### config.mk
export PLATFORM = sky130hd
export DESIGN_NAME = greedy_word_wrap_unit_flat
export DESIGN_NICKNAME = d
export VERILOG_FILES = /design/src/rtl/gww_pkg.sv /design/src/rtl/gww_in_if.sv /design/src/rtl/gww_out_if.sv /design/src/rtl/gww_ram.sv /design/src/rtl/greedy_word_wrap_unit.sv /design/src/flat_wrapper.sv
export SDC_FILE = /design/constraint.sdc
export NUM_CORES = 1
export LEC_CHECK = 0
export ABC_AREA = 1
export BUFFER_PORTS_ARGS = -buffer_cell sky130_fd_sc_hd__buf_2
export CAP_MARGIN = 15
export CORE_MARGIN = 2
export CORE_UTILIZATION = 60
export DETAILED_ROUTE_END_ITERATION = 8
export PLACE_DENSITY_LB_ADDON = 0.3
export SYNTH_ARGS = -nofsm -noshare
export SYNTH_HDL_FRONTEND = slang
export SYNTH_SLANG_ARGS = --single-unit
### constraint.sdc
create_clock -name clk -period 3.9 [get_ports clk]
set_input_delay 0.195 -clock clk [delete_from_list [all_inputs] [get_ports clk]]
set_output_delay 0.195 -clock clk [all_outputs]
set_load 0.02 [all_outputs]
### src/rtl/gww_pkg.sv
// Shared types, constants and helpers for the greedy word wrap block.
package gww_pkg;

  localparam int CHAR_W = 8;
  localparam int CFG_W  = 6;

  localparam logic [CFG_W-1:0]  CFG_WIDTH_RESET = 6'd32;

  localparam logic [CHAR_W-1:0] CH_LOW_A  = 8'h61;  // 'a'
  localparam logic [CHAR_W-1:0] CH_LOW_Z  = 8'h7A;  // 'z'
  localparam logic [CHAR_W-1:0] CH_UP_A   = 8'h41;  // 'A'
  localparam logic [CHAR_W-1:0] CH_UP_Z   = 8'h5A;  // 'Z'
  localparam logic [CHAR_W-1:0] CH_DIG_0  = 8'h30;  // '0'
  localparam logic [CHAR_W-1:0] CH_DIG_9  = 8'h39;  // '9'
  localparam logic [CHAR_W-1:0] CH_SPACE  = 8'h20;
  localparam logic [CHAR_W-1:0] CH_NL     = 8'h0A;
  localparam logic [CHAR_W-1:0] CH_NONE   = 8'h00;

  typedef enum logic [5:0] {
    S_IDLE   = 6'b000001,
    S_PREFIX = 6'b000010,
    S_RD     = 6'b000100,
    S_CHR    = 6'b001000,
    S_NL     = 6'b010000,
    S_ERR    = 6'b100000
  } gww_state_t;

  function automatic logic is_word_byte(input logic [CHAR_W-1:0] c);
    return ((c >= CH_LOW_A) && (c <= CH_LOW_Z)) ||
           ((c >= CH_UP_A)  && (c <= CH_UP_Z))  ||
           ((c >= CH_DIG_0) && (c <= CH_DIG_9));
  endfunction

endpackage

### src/rtl/gww_in_if.sv
// Input channel: one text byte or a paragraph end per beat.
interface gww_in_if;
  logic                      valid;
  logic                      ready;
  logic [gww_pkg::CHAR_W-1:0] ch;
  logic                      para_end;

  modport source (output valid, output ch, output para_end, input ready);
  modport sink   (input valid, input ch, input para_end, output ready);
endinterface

### src/rtl/gww_out_if.sv
// Result channel: one wrapped output byte or an error per beat.
interface gww_out_if;
  logic                      valid;
  logic                      ready;
  logic [gww_pkg::CHAR_W-1:0] out_char;
  logic                      is_error;
  logic                      last;

  modport source (output valid, output out_char, output is_error, output last, input ready);
  modport sink   (input valid, input out_char, input is_error, input last, output ready);
endinterface

### src/rtl/gww_ram.sv
// Generic single-write, single-read RAM with registered read data.
module gww_ram #(
  parameter int WIDTH = 8,
  parameter int DEPTH = 32
) (
  input  logic                                   clk,
  input  logic                                   we,
  input  logic [((DEPTH > 1) ? $clog2(DEPTH) : 1)-1:0] waddr,
  input  logic [WIDTH-1:0]                       wdata,
  input  logic                                   re,
  input  logic [((DEPTH > 1) ? $clog2(DEPTH) : 1)-1:0] raddr,
  output logic [WIDTH-1:0]                       rdata
);
  logic [WIDTH-1:0] mem [DEPTH];

  always_ff @(posedge clk) begin
    if (we) begin
      mem[waddr] <= wdata;
    end
    if (re) begin
      rdata <= mem[raddr];
    end
  end
endmodule

### src/rtl/greedy_word_wrap_unit.sv
// Greedy word wrap: buffers words of a byte stream and emits wrapped lines.
//
// Bytes arrive one per input beat. Letters and digits are written into a
// word RAM (MAX_WIDTH bytes) and produce no result of their own.
// Any other byte ends the pending word; at that point, or at a paragraph
// end, the word is placed on the current line after one space, or after a
// newline if it would not fit within the configured width. Placing a word
// streams each character as a RAM read followed by a load of the output
// register, after the separating space or newline (none on an empty line)
// and followed by a final newline at paragraph end.
// The input is accepted only while no word is being streamed out, which
// also keeps RAM writes and reads from ever touching the same entry at
// once. Results leave through a one-entry output register, so the block
// returns to accepting input while the last result of an item still waits.
// A word longer than the width yields one error beat (out_char 0, is_error
// and last set) and the rest of the paragraph is dropped. line_width is
// taken as 1 when written 0 and as MAX_WIDTH when above it; write it only
// while the block is idle.
module greedy_word_wrap_unit #(
  parameter int MAX_WIDTH = 32
) (
  input  logic                      clk,
  input  logic                      rst_n,
  gww_in_if.sink                    in_chan,
  gww_out_if.source                 out_chan,
  input  logic                      cfg_we,
  input  logic [gww_pkg::CFG_W-1:0] cfg_wdata
);
  import gww_pkg::*;

  localparam int LEN_W  = $clog2(MAX_WIDTH + 1);
  localparam int ADDR_W = (MAX_WIDTH > 1) ? $clog2(MAX_WIDTH) : 1;
  localparam int SUM_W  = LEN_W + 2;

  gww_state_t        state_r, state_nxt;
  logic [CFG_W-1:0]  cfg_width_r;
  logic [LEN_W-1:0]  wl_r, wl_nxt;      // pending word length
  logic [LEN_W-1:0]  ll_r, ll_nxt;      // characters on current line
  logic [LEN_W-1:0]  idx_r, idx_nxt;    // streaming index into word RAM
  logic              disc_r, disc_nxt;  // dropping rest of paragraph
  logic              pend_r, pend_nxt;  // final newline follows the word
  logic [CHAR_W-1:0] prefix_r, prefix_nxt;

  logic              out_valid_r, out_valid_nxt;
  logic [CHAR_W-1:0] out_char_r, out_char_nxt;
  logic              out_err_r, out_err_nxt;
  logic              out_last_r, out_last_nxt;

  logic [LEN_W-1:0]  eff_w;
  logic              slot_free;
  logic              in_fire;
  logic              ram_we, ram_re;
  logic [CHAR_W-1:0] ram_rdata;
  logic              fits_space;
  logic              last_chr;

  // Effective width, clamped to 1..MAX_WIDTH.
  always_comb begin
    if (cfg_width_r == '0) begin
      eff_w = LEN_W'(1);
    end else if ({1'b0, cfg_width_r} > (CFG_W + 1)'(MAX_WIDTH)) begin
      eff_w = LEN_W'(MAX_WIDTH);
    end else begin
      eff_w = cfg_width_r[LEN_W-1:0];
    end
  end

  assign slot_free  = !out_valid_r || out_chan.ready;
  assign in_chan.ready = (state_r == S_IDLE);
  assign in_fire    = in_chan.valid && in_chan.ready;
  assign fits_space = (SUM_W'(ll_r) + SUM_W'(1) + SUM_W'(wl_r)) <= SUM_W'(eff_w);
  assign last_chr   = (idx_r == (wl_r - LEN_W'(1)));

  // Letters and digits go to the RAM at the current word length.
  assign ram_we = in_fire && !in_chan.para_end && !disc_r &&
                  is_word_byte(in_chan.ch) && (wl_r < eff_w);
  assign ram_re = (state_r == S_RD);

  gww_ram #(
    .WIDTH (CHAR_W),
    .DEPTH (MAX_WIDTH)
  ) u_word_ram (
    .clk   (clk),
    .we    (ram_we),
    .waddr (wl_r[ADDR_W-1:0]),
    .wdata (in_chan.ch),
    .re    (ram_re),
    .raddr (idx_r[ADDR_W-1:0]),
    .rdata (ram_rdata)
  );

  always_comb begin
    state_nxt     = state_r;
    wl_nxt        = wl_r;
    ll_nxt        = ll_r;
    idx_nxt       = idx_r;
    disc_nxt      = disc_r;
    pend_nxt      = pend_r;
    prefix_nxt    = prefix_r;
    out_valid_nxt = out_valid_r && !out_chan.ready;
    out_char_nxt  = out_char_r;
    out_err_nxt   = out_err_r;
    out_last_nxt  = out_last_r;

    case (state_r)
      S_IDLE: begin
        if (in_fire) begin
          idx_nxt = '0;
          if (in_chan.para_end && disc_r) begin
            // paragraph end while dropping: silent return to idle
            disc_nxt = 1'b0;
            wl_nxt   = '0;
            ll_nxt   = '0;
          end else if (in_chan.para_end || (!disc_r && !is_word_byte(in_chan.ch))) begin
            // word boundary: place the pending word
            pend_nxt = in_chan.para_end;
            if (wl_r == '0) begin
              if (in_chan.para_end) begin
                state_nxt = S_NL;
                ll_nxt    = '0;
              end
            end else if (wl_r > eff_w) begin
              // width lowered under a pending word
              state_nxt = S_ERR;
              wl_nxt    = '0;
              if (in_chan.para_end) begin
                ll_nxt = '0;
              end else begin
                disc_nxt = 1'b1;
              end
            end else if (ll_r == '0) begin
              state_nxt = S_RD;
              ll_nxt    = wl_r;
            end else if (fits_space) begin
              state_nxt  = S_PREFIX;
              prefix_nxt = CH_SPACE;
              ll_nxt     = ll_r + LEN_W'(1) + wl_r;
            end else begin
              state_nxt  = S_PREFIX;
              prefix_nxt = CH_NL;
              ll_nxt     = wl_r;
            end
            if (in_chan.para_end && (wl_r != '0) && (wl_r <= eff_w)) begin
              ll_nxt = '0;
            end
          end else if (!disc_r) begin
            // word byte
            if (wl_r >= eff_w) begin
              state_nxt = S_ERR;
              wl_nxt    = '0;
              disc_nxt  = 1'b1;
            end else begin
              wl_nxt = wl_r + LEN_W'(1);
            end
          end
        end
      end
      S_PREFIX: begin
        if (slot_free) begin
          out_valid_nxt = 1'b1;
          out_char_nxt  = prefix_r;
          out_err_nxt   = 1'b0;
          out_last_nxt  = 1'b0;
          state_nxt     = S_RD;
        end
      end
      S_RD: begin
        state_nxt = S_CHR;
      end
      S_CHR: begin
        if (slot_free) begin
          out_valid_nxt = 1'b1;
          out_char_nxt  = ram_rdata;
          out_err_nxt   = 1'b0;
          out_last_nxt  = last_chr && !pend_r;
          if (last_chr) begin
            wl_nxt    = '0;
            state_nxt = pend_r ? S_NL : S_IDLE;
          end else begin
            idx_nxt   = idx_r + LEN_W'(1);
            state_nxt = S_RD;
          end
        end
      end
      S_NL: begin
        if (slot_free) begin
          out_valid_nxt = 1'b1;
          out_char_nxt  = CH_NL;
          out_err_nxt   = 1'b0;
          out_last_nxt  = 1'b1;
          state_nxt     = S_IDLE;
        end
      end
      S_ERR: begin
        if (slot_free) begin
          out_valid_nxt = 1'b1;
          out_char_nxt  = CH_NONE;
          out_err_nxt   = 1'b1;
          out_last_nxt  = 1'b1;
          state_nxt     = S_IDLE;
        end
      end
      default: begin
        state_nxt = S_IDLE;
      end
    endcase
  end

  always_ff @(posedge clk) begin
    if (!rst_n) begin
      state_r     <= S_IDLE;
      cfg_width_r <= CFG_WIDTH_RESET;
      wl_r        <= '0;
      ll_r        <= '0;
      disc_r      <= 1'b0;
      pend_r      <= 1'b0;
      idx_r       <= '0;
      out_valid_r <= 1'b0;
    end else begin
      state_r     <= state_nxt;
      wl_r        <= wl_nxt;
      ll_r        <= ll_nxt;
      disc_r      <= disc_nxt;
      pend_r      <= pend_nxt;
      idx_r       <= idx_nxt;
      out_valid_r <= out_valid_nxt;
      if (cfg_we) begin
        cfg_width_r <= cfg_wdata;
      end
    end
  end

  // payload, no reset
  always_ff @(posedge clk) begin
    prefix_r   <= prefix_nxt;
    out_char_r <= out_char_nxt;
    out_err_r  <= out_err_nxt;
    out_last_r <= out_last_nxt;
  end

  assign out_chan.valid    = out_valid_r;
  assign out_chan.out_char = out_char_r;
  assign out_chan.is_error = out_err_r;
  assign out_chan.last     = out_last_r;

  // An error beat is always the only and final beat of its item.
  a_err_last: assert property (@(posedge clk) disable iff (!rst_n)
    out_chan.valid && out_chan.is_error |-> out_chan.last && (out_chan.out_char == CH_NONE))
    else $error("error beat without last or with nonzero char");

  // While dropping a paragraph no word is held.
  a_disc_empty: assert property (@(posedge clk) disable iff (!rst_n)
    disc_r |-> (wl_r == '0))
    else $error("word pending while discarding");

  // Lengths never pass the largest width.
  a_len_bound: assert property (@(posedge clk) disable iff (!rst_n)
    (wl_r <= LEN_W'(MAX_WIDTH)) && (ll_r <= LEN_W'(MAX_WIDTH)))
    else $error("length above MAX_WIDTH");

  // A RAM read is always followed by the cycle that consumes it.
  a_rd_chr: assert property (@(posedge clk) disable iff (!rst_n)
    (state_r == S_RD) |=> (state_r == S_CHR))
    else $error("word RAM read not consumed");

  // Streaming index stays inside the pending word.
  a_idx_in_word: assert property (@(posedge clk) disable iff (!rst_n)
    (state_r == S_CHR) |-> (idx_r < wl_r))
    else $error("streaming index past word end");
endmodule

### src/flat_wrapper.sv
// flat-port wrapper written by rule: the top's interface ports become plain ports
module greedy_word_wrap_unit_flat import gww_pkg::*;
#(
  parameter int MAX_WIDTH = 32
)
  (clk, rst_n, cfg_we, cfg_wdata, in_chan_valid, in_chan_ch, in_chan_para_end, in_chan_ready, out_chan_valid, out_chan_out_char, out_chan_is_error, out_chan_last, out_chan_ready);
  gww_in_if in_chan_i ();
  gww_out_if out_chan_i ();
  input  logic clk;
  input  logic rst_n;
  input  logic cfg_we;
  input  logic [gww_pkg::CFG_W-1:0] cfg_wdata;
  input wire logic [$bits(in_chan_i.valid)-1:0] in_chan_valid;
  input wire logic [$bits(in_chan_i.ch)-1:0] in_chan_ch;
  input wire logic [$bits(in_chan_i.para_end)-1:0] in_chan_para_end;
  output wire logic [$bits(in_chan_i.ready)-1:0] in_chan_ready;
  output wire logic [$bits(out_chan_i.valid)-1:0] out_chan_valid;
  output wire logic [$bits(out_chan_i.out_char)-1:0] out_chan_out_char;
  output wire logic [$bits(out_chan_i.is_error)-1:0] out_chan_is_error;
  output wire logic [$bits(out_chan_i.last)-1:0] out_chan_last;
  input wire logic [$bits(out_chan_i.ready)-1:0] out_chan_ready;
  assign in_chan_i.valid = in_chan_valid;
  assign in_chan_i.ch = in_chan_ch;
  assign in_chan_i.para_end = in_chan_para_end;
  assign in_chan_ready = in_chan_i.ready;
  assign out_chan_valid = out_chan_i.valid;
  assign out_chan_out_char = out_chan_i.out_char;
  assign out_chan_is_error = out_chan_i.is_error;
  assign out_chan_last = out_chan_i.last;
  assign out_chan_i.ready = out_chan_ready;
  greedy_word_wrap_unit #(.MAX_WIDTH(MAX_WIDTH)) u_core (.clk(clk), .rst_n(rst_n), .in_chan(in_chan_i), .out_chan(out_chan_i), .cfg_we(cfg_we), .cfg_wdata(cfg_wdata));
endmodule
==> impl_results.rst, run 1 <==
.. list-table::
   :header-rows: 1

   * - Metric
     - Value
   * - Switching portion of total power
     - 0.278
   * - Share of the cycle needed by the critical path after routing
     - 0.845
   * - Total wire length after detailed routing
     - 32,300 um
   * - Fraction of synthesis flops using an asynchronous set or reset pin
     - 0
   * - Post-synth net total
     - around 1,300
   * - Share of the core filled with cells in the final layout
     - 0.682
   * - Setup repair after global routing missed its margin
     - false
   * - Maximum VDD drop
     - 0.000402 V
   * - P_leak
     - between 5 and 6 nW
   * - Most used cell, CP
     - sky130_fd_sc_hd__nand2_1
   * - First-pass GRT wire length
     - 51,900 um
   * - Chip Width
     - roughly 160 um
   * - Crit Path Max Fanout
     - 8
   * - Post-DR wirelength/cell
     - slightly below 20 um
   * - Count of flip-flops with a built-in enable after synthesis
     - roughly 280
   * - Data arrival, critical path
     - 3.79 ns
   * - Number of antenna violations at the first check in global routing
     - 0
   * - Per-instance average area after synthesis
     - between 10 and 15 sq um
   * - Die Y-Extent
     - between 150 and 200 um
   * - Relative max-transition margin
     - 0.249
   * - Worst hold-check path type
     - in -> reg
   * - Overflow after GRT
     - 0
   * - Number of sinks on the clock net
     - 309
   * - Placement row count
     - 55
   * - Kind of capture point of the worst setup path
     - flop
   * - Pin count of the biggest net entering global routing
     - approximately 80
   * - Switching power
     - 2.25 mW
   * - Number of diodes
     - 0
   * - Die area
     - approximately 24,000 sq um
   * - DRC violation total after the first TritonRoute iteration
     - approximately 1,200
   * - Clock edge transition at the registers on the reported setup and hold paths
     - roughly 0.06 ns
   * - Initial standard-cell utilization of the core
     - 0.610
   * - Cell internal power dissipation
     - around 5.9 mW
   * - CTS Buf Count
     - 31
   * - Setup TNS
     - 0 ns
   * - Gate count after technology mapping
     - 1,283
   * - Cell area after technology mapping
     - between 10,000 and 15,000 sq um
   * - Count of non-filler cells in the finished layout
     - between 1,500 and 2,000
   * - Sequential cell area fraction in the yosys report
     - 0.648
   * - Fmax achieved
     - 0.303 GHz
   * - Final hold violation count
     - 0
   * - Most used cells in the layout excluding fill and tap cells
     - 276 x sky130_fd_sc_hd__edfxtp_1, 220 x sky130_fd_sc_hd__nor2_1, 173 x sky130_fd_sc_hd__nand2_1
   * - CTS tree
     - done
   * - Master of the slowest instance on the critical path
     - sky130_fd_sc_hd__dfxtp_1
   * - Global router's overall resource usage
     - 0.276
   * - Area contributors post-synth
     - sky130_fd_sc_hd__edfxtp_1 60%, sky130_fd_sc_hd__nor2_1 6.0%, sky130_fd_sc_hd__o21ai_0 5.3%
   * - Number of I/O pins
     - 32
   * - Vias per inst
     - slightly above 6
   * - Outcome
     - completed
   * - Post-synth cell types
     - 44
   * - Antenna Violating Nets Remaining
     - 0
   * - Leading area contributor after synthesis
     - sky130_fd_sc_hd__edfxtp_1
   * - Req. time, crit path
     - 4.39 ns
   * - Quantity of I/O buffers inserted on ports
     - 31
   * - Number of instances in the placed design
     - around 1,600
   * - Most common library cell in the layout ignoring fill and taps
     - sky130_fd_sc_hd__edfxtp_1
   * - Final HPWL from detailed placement
     - slightly below 20,000 um
   * - Path type of the worst setup path
     - reg -> reg
   * - Number of buffers on the longest clock path
     - 3
   * - Nets@finish
     - roughly 1,400
   * - Ratio of cells with drive above 1 in the final layout
     - 0.0896
   * - Count of synthesis-stage warnings from yosys
     - 0
   * - Final weighted congestion of routability-driven global placement
     - slightly below 0.9
   * - Comb power frac
     - 0.171
   * - Main synth FF type
     - sky130_fd_sc_hd__edfxtp_1
   * - Final setup vio count
     - 0
   * - Number of register bits inferred by synthesis
     - 309
   * - Via count of the first global-routing pass
     - ~9,700
   * - Final slew viol count
     - 0
   * - Fill count
     - between 1,500 and 2,000
   * - Area share of the largest cell type after synthesis
     - 0.600
   * - Clock root buffer
     - sky130_fd_sc_hd__clkbuf_16
   * - Core Box Area
     - 22,600 sq um
   * - H-tree lvl count
     - 1
   * - Clock latency at the later pin of the worst-skew pair
     - 0.57 ns
   * - Post-CTS setup-driven buffer insertion count
     - 0
   * - Sequential fraction of design power
     - 0.466
   * - MaxCap Viol Count
     - 0
   * - Final period demand of the worst path
     - 3.30 ns
   * - Total power consumption of the routed design
     - slightly above 8 mW
   * - Sequence of cells on the critical path
     - ha_1 > nand2_1 > nor2_1 > xor2_1 > ha_1 > nand2_1 > inv_1 > a21boi_1 > nand2_1 > xnor2_1 > inv_1 > ha_1 > a21oi_1 > o21ai_0 > a21oi_1 > buf_4 > nand3_1 > nand2_1 > nand3_1 > a21oi_1
   * - Transition time at the pin with the least slew margin
     - 1.12 ns
   * - Cell type group with the largest total delay on the critical path
     - adder cells
   * - Post-Route Skew
     - ~0.009 ns
   * - Worst path bufs/invs
     - 3
   * - Drc violations
     - 0
   * - Delay contributed by the slowest stage of the critical path
     - ~0.39 ns
   * - Sort of element at the start of the critical path
     - flop
   * - Pre-Repair DR Iteration Count
     - 8
   * - Power density relative to cell area
     - 526 nW/um^2
   * - Via Count
     - ~10,000
   * - Area added between synthesis and finish
     - 11.8%
   * - Clk network pwr share
     - 0.363
timing repair:
item / CTS / global route
hold buffers: 20 / 0
resized for setup: 0 / 1
setup endpoints to repair: 0 / 3
hold endpoints to repair: 21 / 0
per-stage QoR:
step | setup WS (ns) | instance area [sq um] | hold slack [ns]
floorplan | 0.740 | 13800 | 0.294
global placement | 0.666 | 14200 | 0.424
detailed placement | 0.545 | 14200 | 0.426
CTS | 0.522 | 15400 | 0.0559
global route | 0.0767 | 15400 | 0.101
finish | 0.605 | 15400 | 0.0606
area by class of cell:
type	instances	area, sq um	share of cell area
tap	285	357	0.0231
multi-input combinational	827	4280	0.277
clock buffer	38	802	0.0519
sequential	309	8950	0.580
clock inverter	15	191	0.0124
timing repair buffer	72	513	0.0332
inverter	90	342	0.0221
power by group through the flow:
| stage | Sequential, mW | Combinational, mW | Clock, mW |
|---|---|---|---|
| 2_1_floorplan | 3.85 | 1.00 | 0 |
| 3_3_place_gp | 3.85 | 1.33 | 0 |
| 3_5_place_dp | 3.85 | 1.35 | 0 |
| 4_1_cts | 3.78 | 1.38 | 2.96 |
| 5_1_grt | 3.80 | 1.58 | 3.09 |
| 6_report | 3.79 | 1.39 | 2.94 |
cells in the mapped netlist, types with 2 or more instances:
master,n
sky130_fd_sc_hd__dfxtp_1,33
sky130_fd_sc_hd__nand3_1,58
sky130_fd_sc_hd__buf_1,2
sky130_fd_sc_hd__o221ai_1,26
sky130_fd_sc_hd__nand2_4,2
sky130_fd_sc_hd__clkbuf_1,47
sky130_fd_sc_hd__o21ai_0,146
sky130_fd_sc_hd__ha_1,31
sky130_fd_sc_hd__a21oi_1,36
sky130_fd_sc_hd__buf_2,5
sky130_fd_sc_hd__inv_1,79
sky130_fd_sc_hd__nand4_1,28
sky130_fd_sc_hd__o22ai_1,38
sky130_fd_sc_hd__nor2_1,220
sky130_fd_sc_hd__fa_1,2
sky130_fd_sc_hd__o21ai_1,10
sky130_fd_sc_hd__o211ai_1,6
sky130_fd_sc_hd__nand2_2,4
sky130_fd_sc_hd__nor2_2,3
sky130_fd_sc_hd__nor2_4,2
sky130_fd_sc_hd__inv_2,8
sky130_fd_sc_hd__clkinv_1,2
sky130_fd_sc_hd__xor2_1,15
sky130_fd_sc_hd__edfxtp_1,276
sky130_fd_sc_hd__buf_4,2
sky130_fd_sc_hd__nor4_1,2
sky130_fd_sc_hd__nand2_1,173
sky130_fd_sc_hd__nor3_1,6
sky130_fd_sc_hd__xnor2_1,6
registers in the layout, summed over array words and instances, names as in the netlist, 2 cells and up:
signal and count:
u_core.u_word_ram.mem 256, u_core.out_chan.out_char 8, u_core.u_word_ram.rdata 8, u_core.cfg_width_r 6, u_core.idx_r 6, u_core.ll_r 6, u_core.state_r 6, u_core.wl_r 6
u_core.prefix_r 2
worst paths after layout:
kind / startpoint / end / slack, ns / depth (start not counted)
worst min-delay path: in_chan_valid / u_core.pend_r$_SDFFE_PN0P_ / 0.06 / 5
worst min register to register: u_core.pend_r$_SDFFE_PN0P_ / u_core.pend_r$_SDFFE_PN0P_ / 0.48 / 2
worst max register to register: u_core.ll_r[1]$_SDFFE_PN0P_ / u_core.ll_r[0]$_SDFFE_PN0P_ / 0.60 / 20
worst max-delay path: u_core.ll_r[1]$_SDFFE_PN0P_ / u_core.ll_r[0]$_SDFFE_PN0P_ / 0.60 / 20
tightest hold or removal path: cells and delay by family:
family	cells	cell delay, ns
and+or+nand+nor	2	0.14
AOI/OAI and AO/OA	1	0.05
buffers and inverters	2	0.20
routing by layer:
layer  vias up  GRT usage  part of all wire
li1       4661          -                 -
met1      4746      0.378              0.41
met2       457      0.460              0.48
met3        88     0.0319             0.076
met4         0      0.102             0.035
met5         -          0                 0
logic make-up after synthesis:
kind of cell             Yosys count  share of synthesized area
AO/OA/AOI/OAI                    269                      0.111
adder cells (fa/ha/maj)           33                     0.0310
buffers and inverters            147                     0.0417
XOR/XNOR                          21                     0.0133
flip-flops                       309                      0.648
AND/OR/NAND/NOR                  504                      0.155
Note: power is estimated with default switching activity, not from simulation.
==> inputs of run 2 (changes only) <==
Clock period 3.9 ns to 3.4 ns, I/O delays scaled along.
==> impl_results.rst, run 2 (synthesis gave the netlist of run 1 again) <==
.. list-table::
   :header-rows: 1

   * - Metric
     - Value
   * - Outcome
     - completed
   * - Delay contributed by the slowest stage of the critical path
     - 0.37 ns (-0.02 ns)
   * - Number of sinks on the clock net
     - 309 (unchanged)
   * - Share of the cycle needed by the critical path after routing
     - 0.907 (+0.0621)
   * - Die area
     - 24,200 sq um (unchanged)
   * - Core Box Area
     - 22,600 sq um (unchanged)
   * - Chip Width
     - 156 um (unchanged)
   * - Pre-Repair DR Iteration Count
     - 5 (-3)
   * - Comb power frac
     - 0.177 (+0.006)
   * - Final HPWL from detailed placement
     - 20,500 um (+2.8%)
   * - Number of antenna violations at the first check in global routing
     - 0 (unchanged)
   * - Path type of the worst setup path
     - reg -> reg
   * - P_leak
     - 5.95 nW (+3.3%)
   * - Drc violations
     - 0 (unchanged)
   * - Maximum VDD drop
     - 0.000441 V (+9.7%)
   * - Req. time, crit path
     - 3.83 ns (-0.56 ns)
   * - Area added between synthesis and finish
     - 13.9%
   * - Transition time at the pin with the least slew margin
     - 0.740 ns (-0.383 ns)
   * - Master of the slowest instance on the critical path
     - sky130_fd_sc_hd__dfxtp_1
   * - Kind of capture point of the worst setup path
     - flop
   * - Power density relative to cell area
     - 593 nW/um^2 (+13%)
   * - Final slew viol count
     - 0 (unchanged)
   * - Post-Route Skew
     - 0.0120 ns (+0.00300 ns)
   * - Total wire length after detailed routing
     - 32,900 um (+2.0%)
   * - Switching power
     - 2.60 mW (+15%)
   * - Post-CTS setup-driven buffer insertion count
     - 0 (unchanged)
   * - Final weighted congestion of routability-driven global placement
     - 0.880 (+1.3%)
   * - DRC violation total after the first TritonRoute iteration
     - 1,028 (-15%)
   * - Number of I/O pins
     - 32 (unchanged)
   * - Clock latency at the later pin of the worst-skew pair
     - 0.57 ns (about the same)
   * - Sequence of cells on the critical path
     - ha_1 > nand2_1 > nor2_4 > xor2_2 > ha_1 > nand2_1 > inv_1 > a21boi_2 > nand2_1 > xnor2_1 > inv_1 > ha_1 > a21oi_2 > o21ai_0 > a21oi_2 > buf_4 > nand4_1 > nand3_1 > a21oi_1
   * - Clock edge transition at the registers on the reported setup and hold paths
     - 0.06 ns (about the same)
   * - Nets@finish
     - 1,417 (+2.4%)
   * - Worst path bufs/invs
     - 3 (unchanged)
   * - Ratio of cells with drive above 1 in the final layout
     - 0.120 (+0.0303)
   * - Cell internal power dissipation
     - 6.74 mW (+15%)
   * - Most common library cell in the layout ignoring fill and taps
     - sky130_fd_sc_hd__edfxtp_1
   * - Die Y-Extent
     - 156 um (unchanged)
   * - Via count of the first global-routing pass
     - 9,544 (-1.4%)
   * - Data arrival, critical path
     - 3.52 ns (-0.27 ns)
   * - Quantity of I/O buffers inserted on ports
     - 31 (unchanged)
   * - Initial standard-cell utilization of the core
     - 0.610 (unchanged)
   * - Pin count of the biggest net entering global routing
     - 75 (-7.4%)
   * - Global router's overall resource usage
     - 0.273 (-0.00225)
   * - Switching portion of total power
     - 0.278 (+0.000507)
   * - Placement row count
     - 55 (unchanged)
   * - Relative max-transition margin
     - 0.507 (+0.258)
   * - Clock root buffer
     - sky130_fd_sc_hd__clkbuf_16
   * - Setup repair after global routing missed its margin
     - false
   * - Vias per inst
     - 6.03 (-0.85%)
   * - Fmax achieved
     - 0.324 GHz (+6.8%)
   * - Sequential fraction of design power
     - 0.463 (-0.003)
   * - Final period demand of the worst path
     - 3.08 ns (-0.211 ns)
   * - Most used cells in the layout excluding fill and tap cells
     - 276 x sky130_fd_sc_hd__edfxtp_1, 218 x sky130_fd_sc_hd__nor2_1, 173 x sky130_fd_sc_hd__nand2_1
   * - Clk network pwr share
     - 0.359 (-0.004)
   * - Via Count
     - 10,100 (+1.2%)
   * - Crit Path Max Fanout
     - 7 (-1)
   * - Number of buffers on the longest clock path
     - 3 (unchanged)
   * - Largest register FFs
     - 256 (unchanged)
   * - Hold Worst Slack
     - 0.0328 ns (-0.0277 ns)
   * - Number of diodes
     - 0 (unchanged)
   * - CTS tree
     - done
   * - Final setup vio count
     - 0 (unchanged)
   * - Worst hold-check path type
     - in -> reg
   * - H-tree lvl count
     - 1 (unchanged)
   * - CTS Buf Count
     - 31 (unchanged)
   * - Most flops, register
     - u_core.u_word_ram.mem
   * - First-pass GRT wire length
     - 51,100 um (-1.5%)
   * - Setup TNS
     - 0 ns (unchanged)
   * - Sort of element at the start of the critical path
     - flop
   * - MaxCap Viol Count
     - 0 (unchanged)
   * - Final hold violation count
     - 0 (unchanged)
   * - Cell type group with the largest total delay on the critical path
     - adder cells
   * - Overflow after GRT
     - 0 (unchanged)
   * - Post-DR wirelength/cell
     - 19.7 um (about the same)
   * - Antenna Violating Nets Remaining
     - 0 (unchanged)
[run 2: worst register-to-register path, cell delays in order, from the launching register on]
cell	delay [ns]
sky130_fd_sc_hd__dfxtp_1	0.37
sky130_fd_sc_hd__ha_1	0.20
sky130_fd_sc_hd__nand2_1	0.10
sky130_fd_sc_hd__nor2_4	0.14
sky130_fd_sc_hd__xor2_2	0.18
sky130_fd_sc_hd__ha_1	0.27
sky130_fd_sc_hd__nand2_1	0.06
sky130_fd_sc_hd__inv_1	0.05
sky130_fd_sc_hd__a21boi_2	0.15
sky130_fd_sc_hd__nand2_1	0.08
sky130_fd_sc_hd__xnor2_1	0.13
sky130_fd_sc_hd__inv_1	0.06
sky130_fd_sc_hd__ha_1	0.30
sky130_fd_sc_hd__a21oi_2	0.14
sky130_fd_sc_hd__o21ai_0	0.11
sky130_fd_sc_hd__a21oi_2	0.18
sky130_fd_sc_hd__buf_4	0.18
sky130_fd_sc_hd__nand4_1	0.09
sky130_fd_sc_hd__nand3_1	0.12
sky130_fd_sc_hd__a21oi_1	0.06
[run 2: area by class of cell]
type | instances | area, sq um
sequential | 309 | 8950
fill | 1597 | 6910
multi-input combinational | 827 | 4320
clock buffer | 37 | 798
timing repair buffer | 105 | 766
tap | 285 | 357
inverter | 90 | 342
clock inverter | 17 | 196
[run 2: power by group through the flow]
stage          Combinational [mW]  Sequential (mW)  Clock, mW
3_3_place_gp                 1.55             4.40          0
6_report                     1.66             4.32       3.35
3_5_place_dp                 1.59             4.40          0
4_1_cts                      1.63             4.32       3.40
2_1_floorplan                1.15             4.41          0
5_1_grt                      1.85             4.34       3.54
[run 2: worst paths after layout]
kind / start / endpoint / slack, ns / depth (start not counted)
worst max-delay path: u_core.ll_r[0]$_SDFFE_PN0P_ / u_core.ll_r[4]$_SDFFE_PN0P_ / 0.32 / 19
worst min-delay path: in_chan_valid / u_core.pend_r$_SDFFE_PN0P_ / 0.03 / 5
worst max register to register: u_core.ll_r[0]$_SDFFE_PN0P_ / u_core.ll_r[4]$_SDFFE_PN0P_ / 0.32 / 19
worst min register to register: u_core.pend_r$_SDFFE_PN0P_ / u_core.pend_r$_SDFFE_PN0P_ / 0.48 / 2
[run 2: repair_timing]
action	in CTS	in global routing
endpoints found under the hold margin	24	0
hold buffers	17	0
pin swaps	0	0
gates resized for setup	1	10
setup endpoints to repair	1	19
[run 2: through the flow]
step / setup WS [ns] / total power [mW] / instance area, sq um / cells / util
global route: 0.00946 / 9.73 / 15700 / 1670 / 0.695
global placement: 0.185 / 5.95 / 14500 / 1599 / 0.642
floorplan: 0.240 / 5.56 / 13800 / 1283 / -
detailed placement: -0.0156 / 5.99 / 14500 / 1599 / 0.642
finish: 0.316 / 9.33 / 15700 / 1670 / 0.695
CTS: 0.0111 / 9.35 / 15700 / 1670 / 0.694
[run 2: layer usage]
metal  up-vias  routed length (um)  track usage
li1       4713                   -            -
met3        70                2820       0.0422
met4         0                 877       0.0808
met1      4802               13100        0.373
met2       487               16100        0.460
met5         -                   0            0
==> inputs of run 3 (changes only) <==
Settings changed: CAP_MARGIN 15 to 10, PLACE_DENSITY from default to 0.8, PLACE_DENSITY_LB_ADDON 0.3 to default.
==> impl_results.rst, run 3 (synthesis gave the netlist of run 1 again) <==
.. list-table::
   :header-rows: 1

   * - Metric
     - Value
   * - Number of buffers on the longest clock path
     - 3 (unchanged)
   * - DRC violation total after the first TritonRoute iteration
     - 1,434 (+39%)
   * - Crit Path Max Fanout
     - 6 (-1)
   * - Final setup vio count
     - 0 (unchanged)
   * - Req. time, crit path
     - 3.87 ns (+0.04 ns)
   * - Worst hold-check path type
     - in -> reg
   * - H-tree lvl count
     - 1 (unchanged)
   * - Number of I/O pins
     - 32 (unchanged)
   * - Via Count
     - 10,300 (+2.5%)
   * - Number of diodes
     - 0 (unchanged)
   * - Global Route met1 Usage
     - 0.389 (+0.0164)
   * - Number of antenna violations at the first check in global routing
     - 0 (unchanged)
   * - Setup repair after global routing missed its margin
     - false
   * - Final slew viol count
     - 0 (unchanged)
   * - Share of the cycle needed by the critical path after routing
     - 0.936 (+0.0293)
   * - Clock latency at the later pin of the worst-skew pair
     - 0.57 ns (about the same)
   * - Nets@finish
     - 1,417 (unchanged)
   * - Chip Width
     - 156 um (unchanged)
   * - Quantity of I/O buffers inserted on ports
     - 31 (unchanged)
   * - Transition time at the pin with the least slew margin
     - 0.852 ns (+0.113 ns)
   * - Total cell area at the placement stage
     - 14,500 sq um (-0.14%)
   * - Vias per inst
     - 6.17 (+2.3%)
   * - CTS tree
     - done
   * - Area added between synthesis and finish
     - 13.8% (about the same)
   * - Path type of the worst setup path
     - reg -> reg
   * - Clock root buffer
     - sky130_fd_sc_hd__clkbuf_16
   * - Post-Route Skew
     - 0.0202 ns (+0.00814 ns)
   * - Pre-CTS setup slack
     - -0.0289 ns (-0.0133 ns)
   * - Relative max-transition margin
     - 0.431 (-0.0756)
   * - Post-DR wirelength/cell
     - 20.5 um (+3.8%)
   * - Initial standard-cell utilization of the core
     - 0.610 (unchanged)
   * - Largest register FFs
     - 256 (unchanged)
   * - Final HPWL from detailed placement
     - 20,900 um (+2.2%)
   * - Most common library cell in the layout ignoring fill and taps
     - sky130_fd_sc_hd__edfxtp_1
   * - Most used cells in the layout excluding fill and tap cells
     - 276 x sky130_fd_sc_hd__edfxtp_1, 218 x sky130_fd_sc_hd__nor2_1, 173 x sky130_fd_sc_hd__nand2_1
   * - Met2 Resource Use GR
     - 0.455 (-0.00464)
   * - Fin area
     - 15,700 sq um (about the same)
   * - MaxCap Viol Count
     - 0 (unchanged)
   * - Fin worst setup slack
     - 0.217 ns (-0.0996 ns)
   * - Sort of element at the start of the critical path
     - flop
   * - First-pass GRT wire length
     - 52,800 um (+3.2%)
   * - Start of the worst register-to-register path
     - u_core.ll_r[0]$_SDFFE_PN0P_
   * - Kind of capture point of the worst setup path
     - flop
   * - Via count of the first global-routing pass
     - 9,812 (+2.8%)
   * - Drc violations
     - 0 (unchanged)
   * - Total power consumption of the routed design
     - 9.32 mW (-0.20%)
   * - Final hold violation count
     - 0 (unchanged)
   * - Final weighted congestion of routability-driven global placement
     - 0.936 (+6.4%)
   * - CTS Buf Count
     - 31 (unchanged)
   * - Gr busiest metal
     - met2
   * - Worst hold path startpoint
     - in_chan_valid
   * - Overflow after GRT
     - 0 (unchanged)
   * - Fmax achieved
     - 0.314 GHz (-3.1%)
   * - Total wire length after detailed routing
     - 34,300 um (+4.0%)
   * - Data arrival, critical path
     - 3.65 ns (+0.13 ns)
   * - Most flops, register
     - u_core.u_word_ram.mem
   * - Pre-Repair DR Iteration Count
     - 7 (+2)
   * - Outcome
     - completed
   * - Pin count of the biggest net entering global routing
     - 84 (+12%)
   * - Met3 capacity usage during global routing
     - 0.0531 (+0.0108)
   * - P_leak
     - 5.94 nW (-0.17%)
   * - Antenna Violating Nets Remaining
     - 0 (unchanged)
   * - Ratio of cells with drive above 1 in the final layout
     - 0.120 (-0.000259)
   * - Power density relative to cell area
     - 593 nW/um^2 (-0.10%)
   * - Die Y-Extent
     - 156 um (unchanged)
   * - Global router's overall resource usage
     - 0.282 (+0.00836)
   * - Placement row count
     - 55 (unchanged)
   * - Die area
     - 24,200 sq um (unchanged)
   * - Final period demand of the worst path
     - 3.18 ns (+0.0996 ns)
   * - Clock edge transition at the registers on the reported setup and hold paths
     - 0.06 ns (about the same)
   * - Post-CTS setup-driven buffer insertion count
     - 0 (unchanged)
   * - Maximum VDD drop
     - 0.000372 V (-16%)
   * - Number of sinks on the clock net
     - 309 (unchanged)
   * - Core Box Area
     - 22,600 sq um (unchanged)
   * - Worst setup path start
     - u_core.ll_r[0]$_SDFFE_PN0P_
## run 3: cell types whose count changed in the layout (fill, tap and decap cells not counted), sizes merged
cell	delta
dlygate4sd3	+1
bufinv	-1
inv	+1
buf	-1
clkbuf	+1
clkinvlp	+1
clkinv	+1
## run 3: path summary, 6_finish.rpt
path	end	slack, ns	depth (start not counted)
min	u_core.pend_r$_SDFFE_PN0P_	0.05	5
max	u_core.ll_r[0]$_SDFFE_PN0P_	0.22	19
max reg2reg	u_core.ll_r[0]$_SDFFE_PN0P_	0.22	19
min reg2reg	u_core.idx_r[3]$_SDFFE_PN0P_	0.50	2
## run 3: metrics by stage
stage,utilization,hold WS (ns),instances,TNS [ns]
after detailed placement,0.641,0.402,1598,-0.0563
after floorplan,-,0.269,1283,0
after global placement,0.641,0.390,1598,0
after CTS,0.693,0.0341,1673,0
final,0.694,0.0475,1673,0
after global routing,0.694,0.0913,1673,0
## run 3: area by class of cell
| type | count | area [sq um] |
|---|---|---|
| Multi-Input combinational cell | 827 | 4310 |
| Tap cell | 285 | 357 |
| Sequential cell | 309 | 8950 |
| Fill cell | 1553 | 6920 |
| Clock buffer | 38 | 802 |
| Clock inverter | 19 | 191 |
| Inverter | 90 | 342 |
| Timing Repair Buffer | 105 | 756 |
## run 3: critical path, stage by stage (launching register included)
cell                       delay (ns)
sky130_fd_sc_hd__dfxtp_1         0.38
sky130_fd_sc_hd__ha_1            0.22
sky130_fd_sc_hd__nand2_1         0.10
sky130_fd_sc_hd__nor2_4          0.12
sky130_fd_sc_hd__xor2_2          0.17
sky130_fd_sc_hd__ha_1            0.27
sky130_fd_sc_hd__nand2_1         0.07
sky130_fd_sc_hd__inv_1           0.05
sky130_fd_sc_hd__a21boi_2        0.16
sky130_fd_sc_hd__nand2_1         0.08
sky130_fd_sc_hd__xnor2_1         0.13
sky130_fd_sc_hd__inv_1           0.05
sky130_fd_sc_hd__ha_1            0.28
sky130_fd_sc_hd__a21oi_1         0.16
sky130_fd_sc_hd__o21ai_0         0.13
sky130_fd_sc_hd__a21oi_2         0.21
sky130_fd_sc_hd__nand3_2         0.18
sky130_fd_sc_hd__nand2_1         0.12
sky130_fd_sc_hd__nand3_1         0.07
sky130_fd_sc_hd__a21oi_1         0.15
## run 3: per-layer routing
| layer | share of wire | up-vias |
|---|---|---|
| met5 | 0 | - |
| met1 | 0.40 | 4902 |
| met2 | 0.47 | 610 |
| met3 | 0.10 | 94 |
| li1 | - | 4721 |
| met4 | 0.030 | 0 |
## run 3: timing repair
| action | 4_1_cts | 5_1_grt |
|---|---|---|
| hold buffers | 18 | 0 |
| setup endpoints to repair | 6 | 16 |
| pin swaps | 0 | 0 |
| endpoints found under the hold margin | 13 | 0 |
| resized for setup | 2 | 7 |
## run 3: report_power, final
group	switching [mW]	internal, mW	total [mW]
sequential	0.0746	4.24	4.32
clock	1.42	1.91	3.33
combinational	1.14	0.530	1.67
